<file path="config.mk">
export PLATFORM = sky130hd
export DESIGN_NAME = touch_contact_tracker_unit
export DESIGN_NICKNAME = d
export VERILOG_FILES = /design/src/rtl/tct_pkg.sv /design/src/rtl/tct_ctrl.sv /design/src/rtl/tct_datapath.sv /design/src/rtl/touch_contact_tracker_unit.sv
export SDC_FILE = /design/constraint.sdc
export NUM_CORES = 2
export LEC_CHECK = 0
export ABC_AREA = 1
export BUFFER_PORTS_ARGS = -buffer_cell sky130_fd_sc_hd__clkbuf_2
export CAP_MARGIN = 40
export CORE_MARGIN = 4
export CORE_UTILIZATION = 45
export CTS_BUF_LIST = sky130_fd_sc_hd__clkbuf_4
export DETAILED_ROUTE_END_ITERATION = 7
export PLACE_DENSITY = 0.75
export SLEW_MARGIN = 10
export SYNTH_ARGS = -nofsm -noshare
export SYNTH_HDL_FRONTEND = slang
export SYNTH_SLANG_ARGS = --single-unit
</file>
<file path="constraint.sdc">
create_clock -name clock -period 7.57 [get_ports clock]
set_input_delay 0.757 -clock clock [delete_from_list [all_inputs] [get_ports clock]]
set_output_delay 0.757 -clock clock [all_outputs]
set_load 0.02 [all_outputs]
</file>
<file path="src/rtl/tct_pkg.sv">
// Package for the touch contact tracker: field widths, operation and status codes,
// controller state type and the command/status structs between controller and datapath.
// No dependencies.
package tct_pkg;

   localparam int CMD_W      = 2;
   localparam int STATUS_W   = 2;
   localparam int FINGER_W   = 16;
   localparam int COORD_W    = 16;
   localparam int POS_W      = 3 * COORD_W;
   localparam int MOTION_W   = 17;
   localparam int MOTIONS_W  = 3 * MOTION_W;
   localparam int BUTTON_W   = 6;
   localparam int REQ_DATA_W = 64;
   localparam int RSP_USED_W = BUTTON_W + POS_W + MOTIONS_W;
   localparam int RSP_DATA_W = ((RSP_USED_W + 7) / 8) * 8;
   localparam int RSP_PAD_W  = RSP_DATA_W - RSP_USED_W;

   typedef enum logic [CMD_W-1:0] {
      CMD_BEGIN  = 2'd0,
      CMD_UPDATE = 2'd1,
      CMD_FINISH = 2'd2,
      CMD_NONE   = 2'd3
   } tct_op_type;

   typedef enum logic [STATUS_W-1:0] {
      ST_OK        = 2'd0,
      ST_UNKNOWN   = 2'd1,
      ST_FULL      = 2'd2,
      ST_NO_BUTTON = 2'd3
   } tct_status_type;

   typedef enum logic [1:0] {
      S_IDLE,
      S_LOOKUP,
      S_READ,
      S_EXEC
   } tct_state_type;

   // Commands from the controller to the datapath.
   typedef struct packed {
      logic load;    // capture the incoming word
      logic lookup;  // register the table search
      logic read;    // read the entry and free stack memories
      logic commit;  // update state and present the result
   } tct_cmd_type;

   // Status from the datapath to the controller.
   typedef struct packed {
      logic out_free;  // result register can take a new word this cycle
   } tct_stat_type;

endpackage

</file>
<file path="src/rtl/tct_ctrl.sv">
// Controller for the touch contact tracker: a four-state sequencer that owns the
// input handshake and steps the datapath. Depends on tct_pkg.
module tct_ctrl (
   input  logic                  clock,
   input  logic                  reset,
   input  logic                  req_tvalid,
   output logic                  req_tready,
   input  tct_pkg::tct_stat_type stat,
   output tct_pkg::tct_cmd_type  cmd
);
   import tct_pkg::*;

   tct_state_type state_ff, state_in;

   always_ff @(posedge clock) begin
      if (reset) begin
         state_ff <= S_IDLE;
      end else begin
         state_ff <= state_in;
      end
   end

   always_comb begin
      state_in = state_ff;
      unique case (state_ff)
         S_IDLE: begin
            if (req_tvalid) state_in = S_LOOKUP;
         end
         S_LOOKUP: state_in = S_READ;
         S_READ:   state_in = S_EXEC;
         S_EXEC: begin
            if (stat.out_free) state_in = S_IDLE;
         end
         default:  state_in = S_IDLE;
      endcase
   end

   always_comb begin
      req_tready = 1'b0;
      cmd        = '0;
      unique case (state_ff)
         S_IDLE: begin
            req_tready = 1'b1;
            cmd.load   = req_tvalid;
         end
         S_LOOKUP: cmd.lookup = 1'b1;
         S_READ:   cmd.read   = 1'b1;
         S_EXEC:   cmd.commit = stat.out_free;
         default: begin
            req_tready = 1'b0;
         end
      endcase
   end

endmodule

</file>
<file path="src/rtl/tct_datapath.sv">
// Datapath for the touch contact tracker: contact table, free button stack, top
// counter, motion arithmetic and the result register. Depends on tct_pkg.
module tct_datapath #(
   parameter int MAX_CONTACTS = 16,
   parameter int MAX_BUTTONS  = 32
) (
   input  logic                            clock,
   input  logic                            reset,
   input  tct_pkg::tct_cmd_type            cmd,
   output tct_pkg::tct_stat_type           stat,
   input  logic [tct_pkg::REQ_DATA_W-1:0]  req_tdata,
   input  logic [tct_pkg::CMD_W-1:0]       req_tuser,
   output logic                            rsp_tvalid,
   input  logic                            rsp_tready,
   output logic [tct_pkg::RSP_DATA_W-1:0]  rsp_tdata,
   output logic [tct_pkg::STATUS_W-1:0]    rsp_tuser
);
   import tct_pkg::*;

   localparam int CIDX_W = (MAX_CONTACTS > 1) ? $clog2(MAX_CONTACTS) : 1;
   localparam int SIDX_W = (MAX_BUTTONS > 1) ? $clog2(MAX_BUTTONS) : 1;
   localparam logic [BUTTON_W-1:0] TOP_LIMIT = BUTTON_W'(MAX_BUTTONS);

   // Captured word.
   tct_op_type          op_ff;
   logic [FINGER_W-1:0] finger_ff;
   logic [POS_W-1:0]    pos_ff;

   // Contact table: valid bits and finger ids in flip-flops for the parallel search,
   // button and position in memories.
   logic [MAX_CONTACTS-1:0] valid_ff, valid_in;
   logic [FINGER_W-1:0]     fid_ff [MAX_CONTACTS];
   logic [BUTTON_W-1:0]     btn_mem_ff [MAX_CONTACTS];
   logic [POS_W-1:0]        pos_mem_ff [MAX_CONTACTS];
   logic [BUTTON_W-1:0]     stack_mem_ff [MAX_BUTTONS];

   logic [BUTTON_W-1:0] top_ff, top_in;
   logic [BUTTON_W-1:0] count_ff, count_in;
   logic [BUTTON_W-1:0] count_m1;

   // Search results and memory read data.
   logic              found_ff, found_in;
   logic              has_free_ff, has_free_in;
   logic [CIDX_W-1:0] match_idx_ff, match_idx_in;
   logic [CIDX_W-1:0] free_idx_ff, free_idx_in;
   logic [BUTTON_W-1:0] btn_rd_ff;
   logic [POS_W-1:0]    pos_rd_ff;
   logic [BUTTON_W-1:0] stack_rd_ff;

   // Result register.
   logic                 rsp_valid_ff;
   tct_status_type       rsp_status_ff, res_status;
   logic [BUTTON_W-1:0]  rsp_button_ff, res_button;
   logic [POS_W-1:0]     rsp_pos_ff, res_pos;
   logic [MOTIONS_W-1:0] rsp_motion_ff, res_motion;
   logic                 res_emit;

   // Write controls for the commit step.
   logic              id_we, pos_we, stk_we;
   logic [CIDX_W-1:0] ent_idx;
   logic [BUTTON_W-1:0] new_btn;

   assign count_m1 = count_ff - BUTTON_W'(1);

   // Capture of the incoming word.
   always_ff @(posedge clock) begin
      if (cmd.load) begin
         op_ff     <= tct_op_type'(req_tuser);
         finger_ff <= req_tdata[FINGER_W-1:0];
         pos_ff    <= req_tdata[FINGER_W +: POS_W];
      end
   end

   // Parallel search: lowest valid entry with a matching finger, lowest free entry.
   always_comb begin
      found_in     = 1'b0;
      has_free_in  = 1'b0;
      match_idx_in = '0;
      free_idx_in  = '0;
      for (int i = MAX_CONTACTS - 1; i >= 0; i--) begin
         if (valid_ff[i] && (fid_ff[i] == finger_ff)) begin
            found_in     = 1'b1;
            match_idx_in = CIDX_W'(i);
         end
         if (!valid_ff[i]) begin
            has_free_in = 1'b1;
            free_idx_in = CIDX_W'(i);
         end
      end
   end

   always_ff @(posedge clock) begin
      if (cmd.lookup) begin
         found_ff     <= found_in;
         has_free_ff  <= has_free_in;
         match_idx_ff <= match_idx_in;
         free_idx_ff  <= free_idx_in;
      end
      if (cmd.read) begin
         btn_rd_ff   <= btn_mem_ff[match_idx_ff];
         pos_rd_ff   <= pos_mem_ff[match_idx_ff];
         stack_rd_ff <= stack_mem_ff[count_m1[SIDX_W-1:0]];
      end
   end

   // Commit step: works out the new state and the result word.
   always_comb begin
      logic ok;
      logic [MOTION_W-1:0] d;
      valid_in   = valid_ff;
      top_in     = top_ff;
      count_in   = count_ff;
      id_we      = 1'b0;
      pos_we     = 1'b0;
      stk_we     = 1'b0;
      ent_idx    = match_idx_ff;
      new_btn    = stack_rd_ff;
      res_emit   = 1'b0;
      res_status = ST_OK;
      res_button = '0;
      res_pos    = '0;
      res_motion = '0;
      ok         = 1'b0;
      d          = '0;
      case (op_ff) inside
         CMD_BEGIN: begin
            res_emit = 1'b1;
            if (!found_ff && !has_free_ff) begin
               res_status = ST_FULL;
            end else begin
               ent_idx = found_ff ? match_idx_ff : free_idx_ff;
               if (count_ff != '0) begin
                  new_btn  = stack_rd_ff;
                  count_in = count_m1;
                  ok       = 1'b1;
               end else if (top_ff < TOP_LIMIT) begin
                  top_in  = top_ff + BUTTON_W'(1);
                  new_btn = top_in;
                  ok      = 1'b1;
               end else begin
                  res_status = ST_NO_BUTTON;
               end
               if (ok) begin
                  id_we             = 1'b1;
                  pos_we            = 1'b1;
                  valid_in[ent_idx] = 1'b1;
                  res_button        = new_btn;
                  res_pos           = pos_ff;
               end
            end
         end
         CMD_UPDATE, CMD_FINISH: begin
            res_emit = 1'b1;
            if (!found_ff) begin
               res_status = ST_UNKNOWN;
            end else begin
               pos_we     = 1'b1;
               res_button = btn_rd_ff;
               res_pos    = pos_ff;
               for (int k = 0; k < 3; k++) begin
                  d = {pos_rd_ff[k*COORD_W + COORD_W - 1], pos_rd_ff[k*COORD_W +: COORD_W]}
                    - {pos_ff[k*COORD_W + COORD_W - 1], pos_ff[k*COORD_W +: COORD_W]};
                  res_motion[k*MOTION_W +: MOTION_W] = d;
               end
               if (op_ff == CMD_FINISH) begin
                  valid_in[match_idx_ff] = 1'b0;
                  // The highest button lowers the top counter; others go on a non-full stack.
                  if (btn_rd_ff == top_ff) begin
                     if (top_ff != '0) top_in = top_ff - BUTTON_W'(1);
                  end else if (count_ff < TOP_LIMIT) begin
                     stk_we   = 1'b1;
                     count_in = count_ff + BUTTON_W'(1);
                  end
               end
            end
         end
         default: begin
            res_emit = 1'b0;
         end
      endcase
   end

   always_ff @(posedge clock) begin
      if (reset) begin
         valid_ff <= '0;
         top_ff   <= '0;
         count_ff <= '0;
      end else if (cmd.commit) begin
         valid_ff <= valid_in;
         top_ff   <= top_in;
         count_ff <= count_in;
      end
   end

   always_ff @(posedge clock) begin
      if (cmd.commit && id_we) begin
         fid_ff[ent_idx]     <= finger_ff;
         btn_mem_ff[ent_idx] <= new_btn;
      end
      if (cmd.commit && pos_we) begin
         pos_mem_ff[ent_idx] <= pos_ff;
      end
      if (cmd.commit && stk_we) begin
         stack_mem_ff[count_ff[SIDX_W-1:0]] <= btn_rd_ff;
      end
   end

   // Result register.
   always_ff @(posedge clock) begin
      if (reset) begin
         rsp_valid_ff <= 1'b0;
      end else if (cmd.commit && res_emit) begin
         rsp_valid_ff <= 1'b1;
      end else if (rsp_tready) begin
         rsp_valid_ff <= 1'b0;
      end
   end

   always_ff @(posedge clock) begin
      if (cmd.commit && res_emit) begin
         rsp_status_ff <= res_status;
         rsp_button_ff <= res_button;
         rsp_pos_ff    <= res_pos;
         rsp_motion_ff <= res_motion;
      end
   end

   assign stat.out_free = !rsp_valid_ff || rsp_tready;
   assign rsp_tvalid    = rsp_valid_ff;
   assign rsp_tuser     = rsp_status_ff;
   assign rsp_tdata     = {{RSP_PAD_W{1'b0}}, rsp_motion_ff, rsp_pos_ff, rsp_button_ff};

endmodule

</file>
<file path="src/rtl/touch_contact_tracker_unit.sv">
// Top level of the touch contact tracker: joins the controller and the datapath.
// Depends on tct_pkg, tct_ctrl and tct_datapath.
//
//  channel  direction  word contents
//  req_     in         tuser: command; tdata: finger_id, pos_x, pos_y, pos_z
//  rsp_     out        tuser: status; tdata: button, out_x/y/z, motion_x/y/z
//
// Each word passes through four steps from acceptance to a result in the output register:
// capture, the parallel search of the contact table, the registered reads of the button,
// position and free stack memories, and commit. A new word is accepted in the cycle
// after commit, so the block takes no new word until the last one is committed. The
// commit step waits while the output register still holds an untaken result. Reset
// clears the valid bits, the top counter and the free count at once; no clearing
// pass is needed.
// A word with the unused command code gives no result and changes nothing.
module touch_contact_tracker_unit #(
   parameter int MAX_CONTACTS = 16,
   parameter int MAX_BUTTONS  = 32
) (
   input  logic                           clock,
   input  logic                           reset,
   input  logic                           req_tvalid,
   output logic                           req_tready,
   // [15:0] finger_id, [31:16] pos_x, [47:32] pos_y, [63:48] pos_z
   input  logic [tct_pkg::REQ_DATA_W-1:0] req_tdata,
   // [1:0] command
   input  logic [tct_pkg::CMD_W-1:0]      req_tuser,
   output logic                           rsp_tvalid,
   input  logic                           rsp_tready,
   // [5:0] button, [21:6] out_x, [37:22] out_y, [53:38] out_z,
   // [70:54] motion_x, [87:71] motion_y, [104:88] motion_z, rest zero
   output logic [tct_pkg::RSP_DATA_W-1:0] rsp_tdata,
   // [1:0] status
   output logic [tct_pkg::STATUS_W-1:0]   rsp_tuser
);
   import tct_pkg::*;

   tct_cmd_type  cmd;
   tct_stat_type stat;

   // The controller sequences each word through search, read and commit.
   tct_ctrl u_ctrl (
      .clock      (clock),
      .reset      (reset),
      .req_tvalid (req_tvalid),
      .req_tready (req_tready),
      .stat       (stat),
      .cmd        (cmd)
   );

   // The datapath holds the contact table, the button allocator and the result register.
   tct_datapath #(
      .MAX_CONTACTS (MAX_CONTACTS),
      .MAX_BUTTONS  (MAX_BUTTONS)
   ) u_datapath (
      .clock      (clock),
      .reset      (reset),
      .cmd        (cmd),
      .stat       (stat),
      .req_tdata  (req_tdata),
      .req_tuser  (req_tuser),
      .rsp_tvalid (rsp_tvalid),
      .rsp_tready (rsp_tready),
      .rsp_tdata  (rsp_tdata),
      .rsp_tuser  (rsp_tuser)
   );

`ifndef NO_ASSERTIONS
   // Once a word is taken, the block is busy until that word has been worked through.
   a_busy_after_accept: assert property (@(posedge clock) disable iff (reset)
      (req_tvalid && req_tready) |=> !req_tready)
      else $error("input accepted again in the cycle after an accept");

   // A failed result has no button or position; this checks the button.
   a_error_zero: assert property (@(posedge clock) disable iff (reset)
      (rsp_tvalid && (rsp_tuser != ST_OK)) |-> (rsp_tdata[BUTTON_W-1:0] == '0))
      else $error("error result carries a non-zero button");

   // A successful operation always names a button in range.
   a_ok_button: assert property (@(posedge clock) disable iff (reset)
      (rsp_tvalid && (rsp_tuser == ST_OK)) |->
         ((rsp_tdata[BUTTON_W-1:0] != '0) &&
          (rsp_tdata[BUTTON_W-1:0] <= BUTTON_W'(MAX_BUTTONS))))
      else $error("successful result with a button out of range");
`endif

endmodule
</file>
# After elaboration in Yosys (flattened, before gate mapping)

Memories as Yosys holds them, arrays and structs flattened. A register that Yosys moved wholly into a read port is not among the register bits.
Cells that the tools add are included.

Register bits: 214
Bits in writable memories: 1,312
Bits of input ports: 70
Word-level logic and storage cells: 242
Memories kept: 4

Add/subtract/negate cells: 7
$lt $le $gt $ge: 6
Eq/ne operators: 30
Mux-type cells: 116
Bitwise gates (word level): 5
Reduce and logical (&&, ||, !) cells: 52

Memory list:

| name                    | depth | bits a word | rd ports | clocked after memory_dff | write ports | RTL line           | RTL |
|---|---|---|---|---|---|---|---|
| u_datapath.pos_mem_ff   | 16    | 48          | 1        | 1                        | 1           | tct_datapath.sv:34 | `logic [POS_W-1:0] pos_mem_ff [MAX_CONTACTS];` |
| u_datapath.fid_ff       | 16    | 16          | 16       | 0                        | 1           | tct_datapath.sv:32 | `logic [FINGER_W-1:0] fid_ff [MAX_CONTACTS];` |
| u_datapath.stack_mem_ff | 32    | 6           | 1        | 1                        | 1           | tct_datapath.sv:35 | `logic [BUTTON_W-1:0] stack_mem_ff [MAX_BUTTONS];` |
| u_datapath.btn_mem_ff   | 16    | 6           | 1        | 1                        | 1           | tct_datapath.sv:33 | `logic [BUTTON_W-1:0] btn_mem_ff [MAX_CONTACTS];` |

Operator list:

| kind                                                                 | number |
|---|---|
| 16-bit equality test                                                 | 16 |
| 48-bit two-way mux                                                   | 5 |
| 6-bit two-way mux                                                    | 26 |
| 16-bit two-way mux                                                   | 6 |
| 4-bit two-way mux                                                    | 19 |
| 16-bit by 16-bit subtractor with 17-bit output                       | 3 |
| 1-bit two-way mux                                                    | 38 |
| 3-bit two-way mux                                                    | 8 |
| 1-bit logical AND                                                    | 23 |
| 2-bit two-way mux                                                    | 11 |
| 16-bit AND                                                           | 1 |
| 16-bit inverter                                                      | 1 |
| 16-bit OR                                                            | 1 |
| 8-bit AND reduction                                                  | 2 |
| 15-bit AND reduction                                                 | 1 |
| 15-bit OR reduction                                                  | 1 |
| 2-bit nonzero test                                                   | 7 |
| 6-bit by 1-bit adder with 6-bit output, second input constant        | 2 |
| 6-bit < comparator, second input constant                            | 2 |
| 2-bit inequality test, second input constant                         | 6 |
| 6-bit nonzero test                                                   | 2 |
| 6-bit by 1-bit subtractor with 6-bit output, second input constant   | 2 |
| 4-bit by 5-bit < comparator with 1-bit output, second input constant | 2 |
| 9-bit AND reduction                                                  | 1 |
| other kinds (18)                                                     | 30 |

# Depth between registers and ports, before layout

An unclocked memory read counts as a cell.

Word-level depth: 18
Mapped depth: 23
Depth with buffers taken out: 22

# Cells and area by module

A second synthesis with hierarchy kept.

Cell total of the unflattened synthesis: 4,291
Area total of the unflattened synthesis: 62,912.8 um^2

Modules (own cells, without submodules):

| module       | instances | cells each | area each (um^2) |
|---|---|---|---|
| tct_datapath | 1         | 4,264      | 62,730.2 |
| tct_ctrl     | 1         | 27         | 182.7 |

# Worst setup path after synthesis

OpenSTA, ideal clock, no wires.

Path kind: input port to flip-flop
Start: input rsp_tready
End: register u_datapath.valid_ff[2]
Library setup time: 0.134 ns
Arrival: 7.017 ns
Required time: 7.436 ns
Slack: 0.419 ns
Stages: 10
Buffers on the path: 1
Path through: inv_1 nand2_1 nand2_1 nor2_1 inv_1 nor3_4 buf_2 nand3_1 a21oi_1 a211oi_1

Cells in the longest elaborated chain, start to end: 3

Ends and longest elaborated chain:

| element                       | RTL line                         | RTL |
|---|---|---|
| from (decl)                   | touch_contact_tracker_unit.sv:29 | `input logic rsp_tready,` |
| 1-bit logical OR              | tct_datapath.sv:228              | `assign stat.out_free = !rsp_valid_ff \|\| rsp_tready;` |
| 1-bit two-way mux             | tct_ctrl.sv:41                   | `unique case (state_ff)` |
| 6-bit AND reduction (no line) | -                                |  |
| to (signal assigned)          | tct_datapath.sv:189              | `valid_ff <= valid_in;` |
| to (decl)                     | tct_datapath.sv:31               | `logic [MAX_CONTACTS-1:0] valid_ff, valid_in;` |

Every way passes these cells.
A chain may end at the register's enable or synchronous reset.

# Final worst setup path

Start: register u_datapath.op_ff[0]
End: memory u_datapath.pos_mem_ff[7][44] (netlist bit), enable pin

Cells in the longest elaborated chain, start to end: 7
Elaborated cells on any way between the ends: 10
Classes of those cells: eq/ne: 2; mux: 5; reduce/logical: 3

Ends and longest elaborated chain:

| element                                                                                                | RTL line            | RTL |
|---|---|---|
| from (decl)                                                                                            | tct_datapath.sv:25  | `tct_op_type op_ff;` |
| from (signal assigned)                                                                                 | tct_datapath.sv:68  | `op_ff <= tct_op_type'(req_tuser);` |
| 2-bit equality test (no line) / 2-bit by 1-bit equality test with 1-bit output (equally long branches) | -                   |  |
| 2-bit OR reduction                                                                                     | tct_datapath.sv:125 | `case (op_ff) inside` |
| 1-bit two-way mux (2 in series)                                                                        | tct_datapath.sv:125 |  |
| 1-bit logical AND                                                                                      | tct_datapath.sv:200 | `if (cmd.commit && pos_we) begin` |
| 1-bit two-way mux                                                                                      | tct_datapath.sv:200 |  |
| 1-bit two-way mux (not written as such)                                                                | tct_datapath.sv:201 | `pos_mem_ff[ent_idx] <= pos_ff;` |
| to (decl)                                                                                              | tct_datapath.sv:34  |  |

Several ways; a longest one is shown, not always the timed one.

==> reports/results.tsv <==
stage	metric	value	unit
synth	top cell type's share of synthesized area	74.1	%
timing	Pins Over Slew Limit	0	
setup_path	slowest library cell on the worst path	nor2_4	
placement	hpwl dp	97200	microns
route	initial DRC count	5253	
cells_and_area	Layout fillers	11200	
synth	prevailing post-synth register cell	edfxtp_1	
synth	FFs w/ async S/R, synth	0	%
floorplan	FP Rows	137	
timing	slew margin rel.	23.5	%
setup_path	r2r startpoint	u_datapath.op_ff[0]	
setup_path	crit end category	flop	
synth	Synth top cells by count	1555 x edfxtp_1, 432 x a22oi_1, 367 x nand2_1	
route	Vias	40300	
synth	Synth area leaders	edfxtp_1 74%, a22oi_1 5.1%, nand2_1 2.2%	
floorplan	core area	139000	sq um
global_routing	Overflow after GRT	0	
power	total power divided by cell area	314	nW/um^2
timing	Worst-Margin Slew	1.15	ns
clocking	H-tree depth	5	
global_routing	vias in the first global route	39900	
timing	Worst Skew	0.136	ns
route	DRC	0	
cells_and_area	Non-Filler Instances	6987	
synth	Mapped Area	63000	sq um
job	maxcap violations	0	
route	First-pass DRT Iterations	8	
setup_path	critical path startpoint category	flop	
power	Max VDD drop	244	uV
synth	Avg Cell Area, Syn	14.7	sq um
synth	Cell variety after synth	68	
global_routing	largest net degree at the start of global routing	189	
global_routing	first-pass GRT wire length	243000	microns
synth	sequential area share after synthesis	75.1	%
placement	Placed Cells	6223	
clocking	clock transition at the registers of the reported paths	0.07	ns
timing	Setup violations, final	0	
clocking	clock sinks	1586	
synth	Mapped Cells	4287	
floorplan	starting density of the core	45.2	%
setup_path	CP Cell Sequence	inv_1 -> ha_1 -> buf_4 -> inv_1 -> nor2_1 -> buf_4 -> o21ai_0 -> inv_1 -> nor2_1 -> nand2_1 -> nor2_4 -> buf_4	
synth	Syn. warnings	0	
placement	Port Buf Inserts	178	
cells_and_area	multi-input logic area	14100	sq um
min_path	Worst Hold Class	in -> reg	
synth	top-count cell post-synth	edfxtp_1	
power	leakage	24.7	nW
setup_path	crit-path max cell delay	0.73	ns
clocking	CTS Buf Count	401	
min_path	Min-Delay Startpoint	req_tdata[51]	
clocking	TritonCTS clock tree	yes	
setup_path	required time of the critical path	8.44	ns
placement	GPL Wtd Cong	0.882	
timing	FMAX	223	MHz
setup_path	Critical Path AT	5.35	ns
route	Detail Route Antenna Nets	0	
cells_and_area	share of cells above drive strength 1	19.8	%
timing	RSZ-0062 raised after global routing	false	
route	via density per instance	5.77	
floorplan	chip height	382	microns
synth	Seq cells post-synth	1586	
timing	final setup TNS	0	ns
setup_path	Worst setup startpoint	u_datapath.op_ff[0]	
global_routing	GRT Util Overall	21.9	%
timing	Min Hold Slack	0.152	ns
global_routing	initial antenna violation count	7	
floorplan	die area	146000	sq um
clocking	CTS Buffer Depth	4	
power	total power	22.8	mW
clocking	post-CTS setup buffer count	0	
outcome	status	complete, no violations	
synth	Yosys top cell by area	edfxtp_1	
floorplan	Die Span X	382	microns
route	Post-Route WL	163000	microns
setup_path	CP max FO	30	
clocking	worst skew pair latency	1.36	ns
cells_and_area	Storage cell area	47300	sq um
timing	Final Cycle Share	59.2	%
cells_and_area	Nets	4959	
cells_and_area	Area growth, synth to finish	14.8	%
setup_path	R2R setup slack	3.09	ns
clocking	clock root buffer	clkbuf_4	
floorplan	IO Pins	186	
timing	min Tclk post-route	4.48	ns
synth	Post-synth EDFFs	1555	
setup_path	Crit Path Category	reg -> reg	
timing	Hold Vio Cnt, Final	0	
route	WL per Instance	23.4	microns
-- state kept, by name, indices dropped and copies added, names as in the netlist --
register and count:
u_datapath.btn_mem_ff 96, u_datapath.rsp_motion_ff 51, u_datapath.has_free_ff 1, u_datapath.pos_ff 48
u_datapath.free_idx_ff 4, u_datapath.count_ff 6, u_datapath.pos_rd_ff 48, u_datapath.op_ff 2
u_datapath.btn_rd_ff 6, u_datapath.found_ff 1, u_datapath.fid_ff 256, u_datapath.match_idx_ff 4
u_datapath.top_ff 6, u_datapath.valid_ff 16, u_datapath.rsp_tvalid 1, u_datapath.stack_mem_ff 192
u_datapath.stack_rd_ff 6, u_datapath.rsp_tuser 2, u_datapath.rsp_pos_ff 48, u_datapath.pos_mem_ff 768
u_datapath.rsp_button_ff 6, u_ctrl.state_ff 2, u_datapath.finger_ff 16
-- logic make-up after synthesis --
kind of cell	share of synthesized area [%]
and+or+nand+nor	5.77
AOI/OAI and AO/OA	13.4
DFF	75.1
adders and majority gates	1.33
muxes	0.397
xor gates and xnor gates	0.972
buffers and inverters	3.03
other	0.00595
-- timing repair --
| action | in CTS | in global routing |
|---|---|---|
| hold buffers | 70 | 0 |
| resized for setup | 0 | 0 |
| hold endpoints to repair | 82 | 0 |
-- metrics by stage --
stage	worst slack, ns	util, %	instance area (sq um)
after floorplan	0.419	-	63100
after global placement	3.05	47.4	66100
after detailed placement	3.23	47.9	66700
after CTS	3.07	51.9	72300
after global routing	2.80	51.9	72300
final	3.09	51.9	72400
-- area by class of cell --
type | instances | share of cell area (%)
diodes | 6 | 0.0208
clock buffers | 572 | 5.94
clock inverters | 112 | 0.773
inverters | 227 | 1.19
multi-input cells | 2251 | 19.5
flip-flops and latches | 1586 | 65.4
well taps | 1876 | 3.24
repair buffers | 357 | 3.94
-- routing by layer --
layer	global-route usage (%)	wire (microns)	share of wire, %	up-vias
met5	0	0	0	-
li1	-	-	-	17800
met4	7.95	4490	2.7	0
met1	30.7	65300	40	19600
met2	33.2	74600	46	2543
met3	5.64	19100	12	340
-- worst max-delay path: cells and delay by family (launching register included) --
kind                     cells  cell delay, ns
buffers and inverters        6            1.59
AND/OR/NAND/NOR              4            1.38
AO/OA/AOI/OAI                1            0.53
flip-flops                   1            0.35
adder cells (fa/ha/maj)      1            0.19
-- cells in the final DEF (no fill, tap or decap), types with 20 or more instances in the layout --
| cell | count |
|---|---|
| a2111o_1 | 54 |
| a21boi_0 | 108 |
| a21oi_1 | 184 |
| a221oi_1 | 21 |
| a22o_1 | 20 |
| a22oi_1 | 432 |
| buf_4 | 70 |
| clkbuf_2 | 178 |
| clkbuf_4 | 572 |
| clkinv_1 | 90 |
| dfxtp_1 | 30 |
| dlygate4sd3_1 | 70 |
| edfxtp_1 | 1555 |
| ha_1 | 60 |
| inv_1 | 201 |
| inv_2 | 22 |
| mux2i_1 | 25 |
| nand2_1 | 366 |
| nand3_1 | 49 |
| nand4_1 | 21 |
| nor2_1 | 309 |
| nor2_2 | 21 |
| nor2_4 | 24 |
| o211ai_1 | 24 |
| o21ai_0 | 158 |
| o21ai_1 | 29 |
| o221ai_1 | 25 |
| o22ai_1 | 54 |
| o32ai_1 | 25 |
| or2_2 | 30 |
| xor2_1 | 50 |
-- power by group --
group,total (mW),internal (mW),switching (mW),leakage (nW)
combinational,4.72,1.36,3.36,7.54
sequential,11.1,10.6,0.444,14.3
clock,6.95,3.59,3.36,2.89
total,22.8,15.6,7.17,24.7
-- path summary, 6_finish.rpt --
| path | to | cells past startpoint |
|---|---|---|
| min | u_datapath.pos_ff[35] | 2 |
| max | u_datapath.pos_mem_ff[7][44] | 12 |
| max reg2reg | u_datapath.pos_mem_ff[7][44] | 12 |
| min reg2reg | u_datapath.top_ff[0] | 1 |
Note: power is estimated with default switching activity, not from simulation.
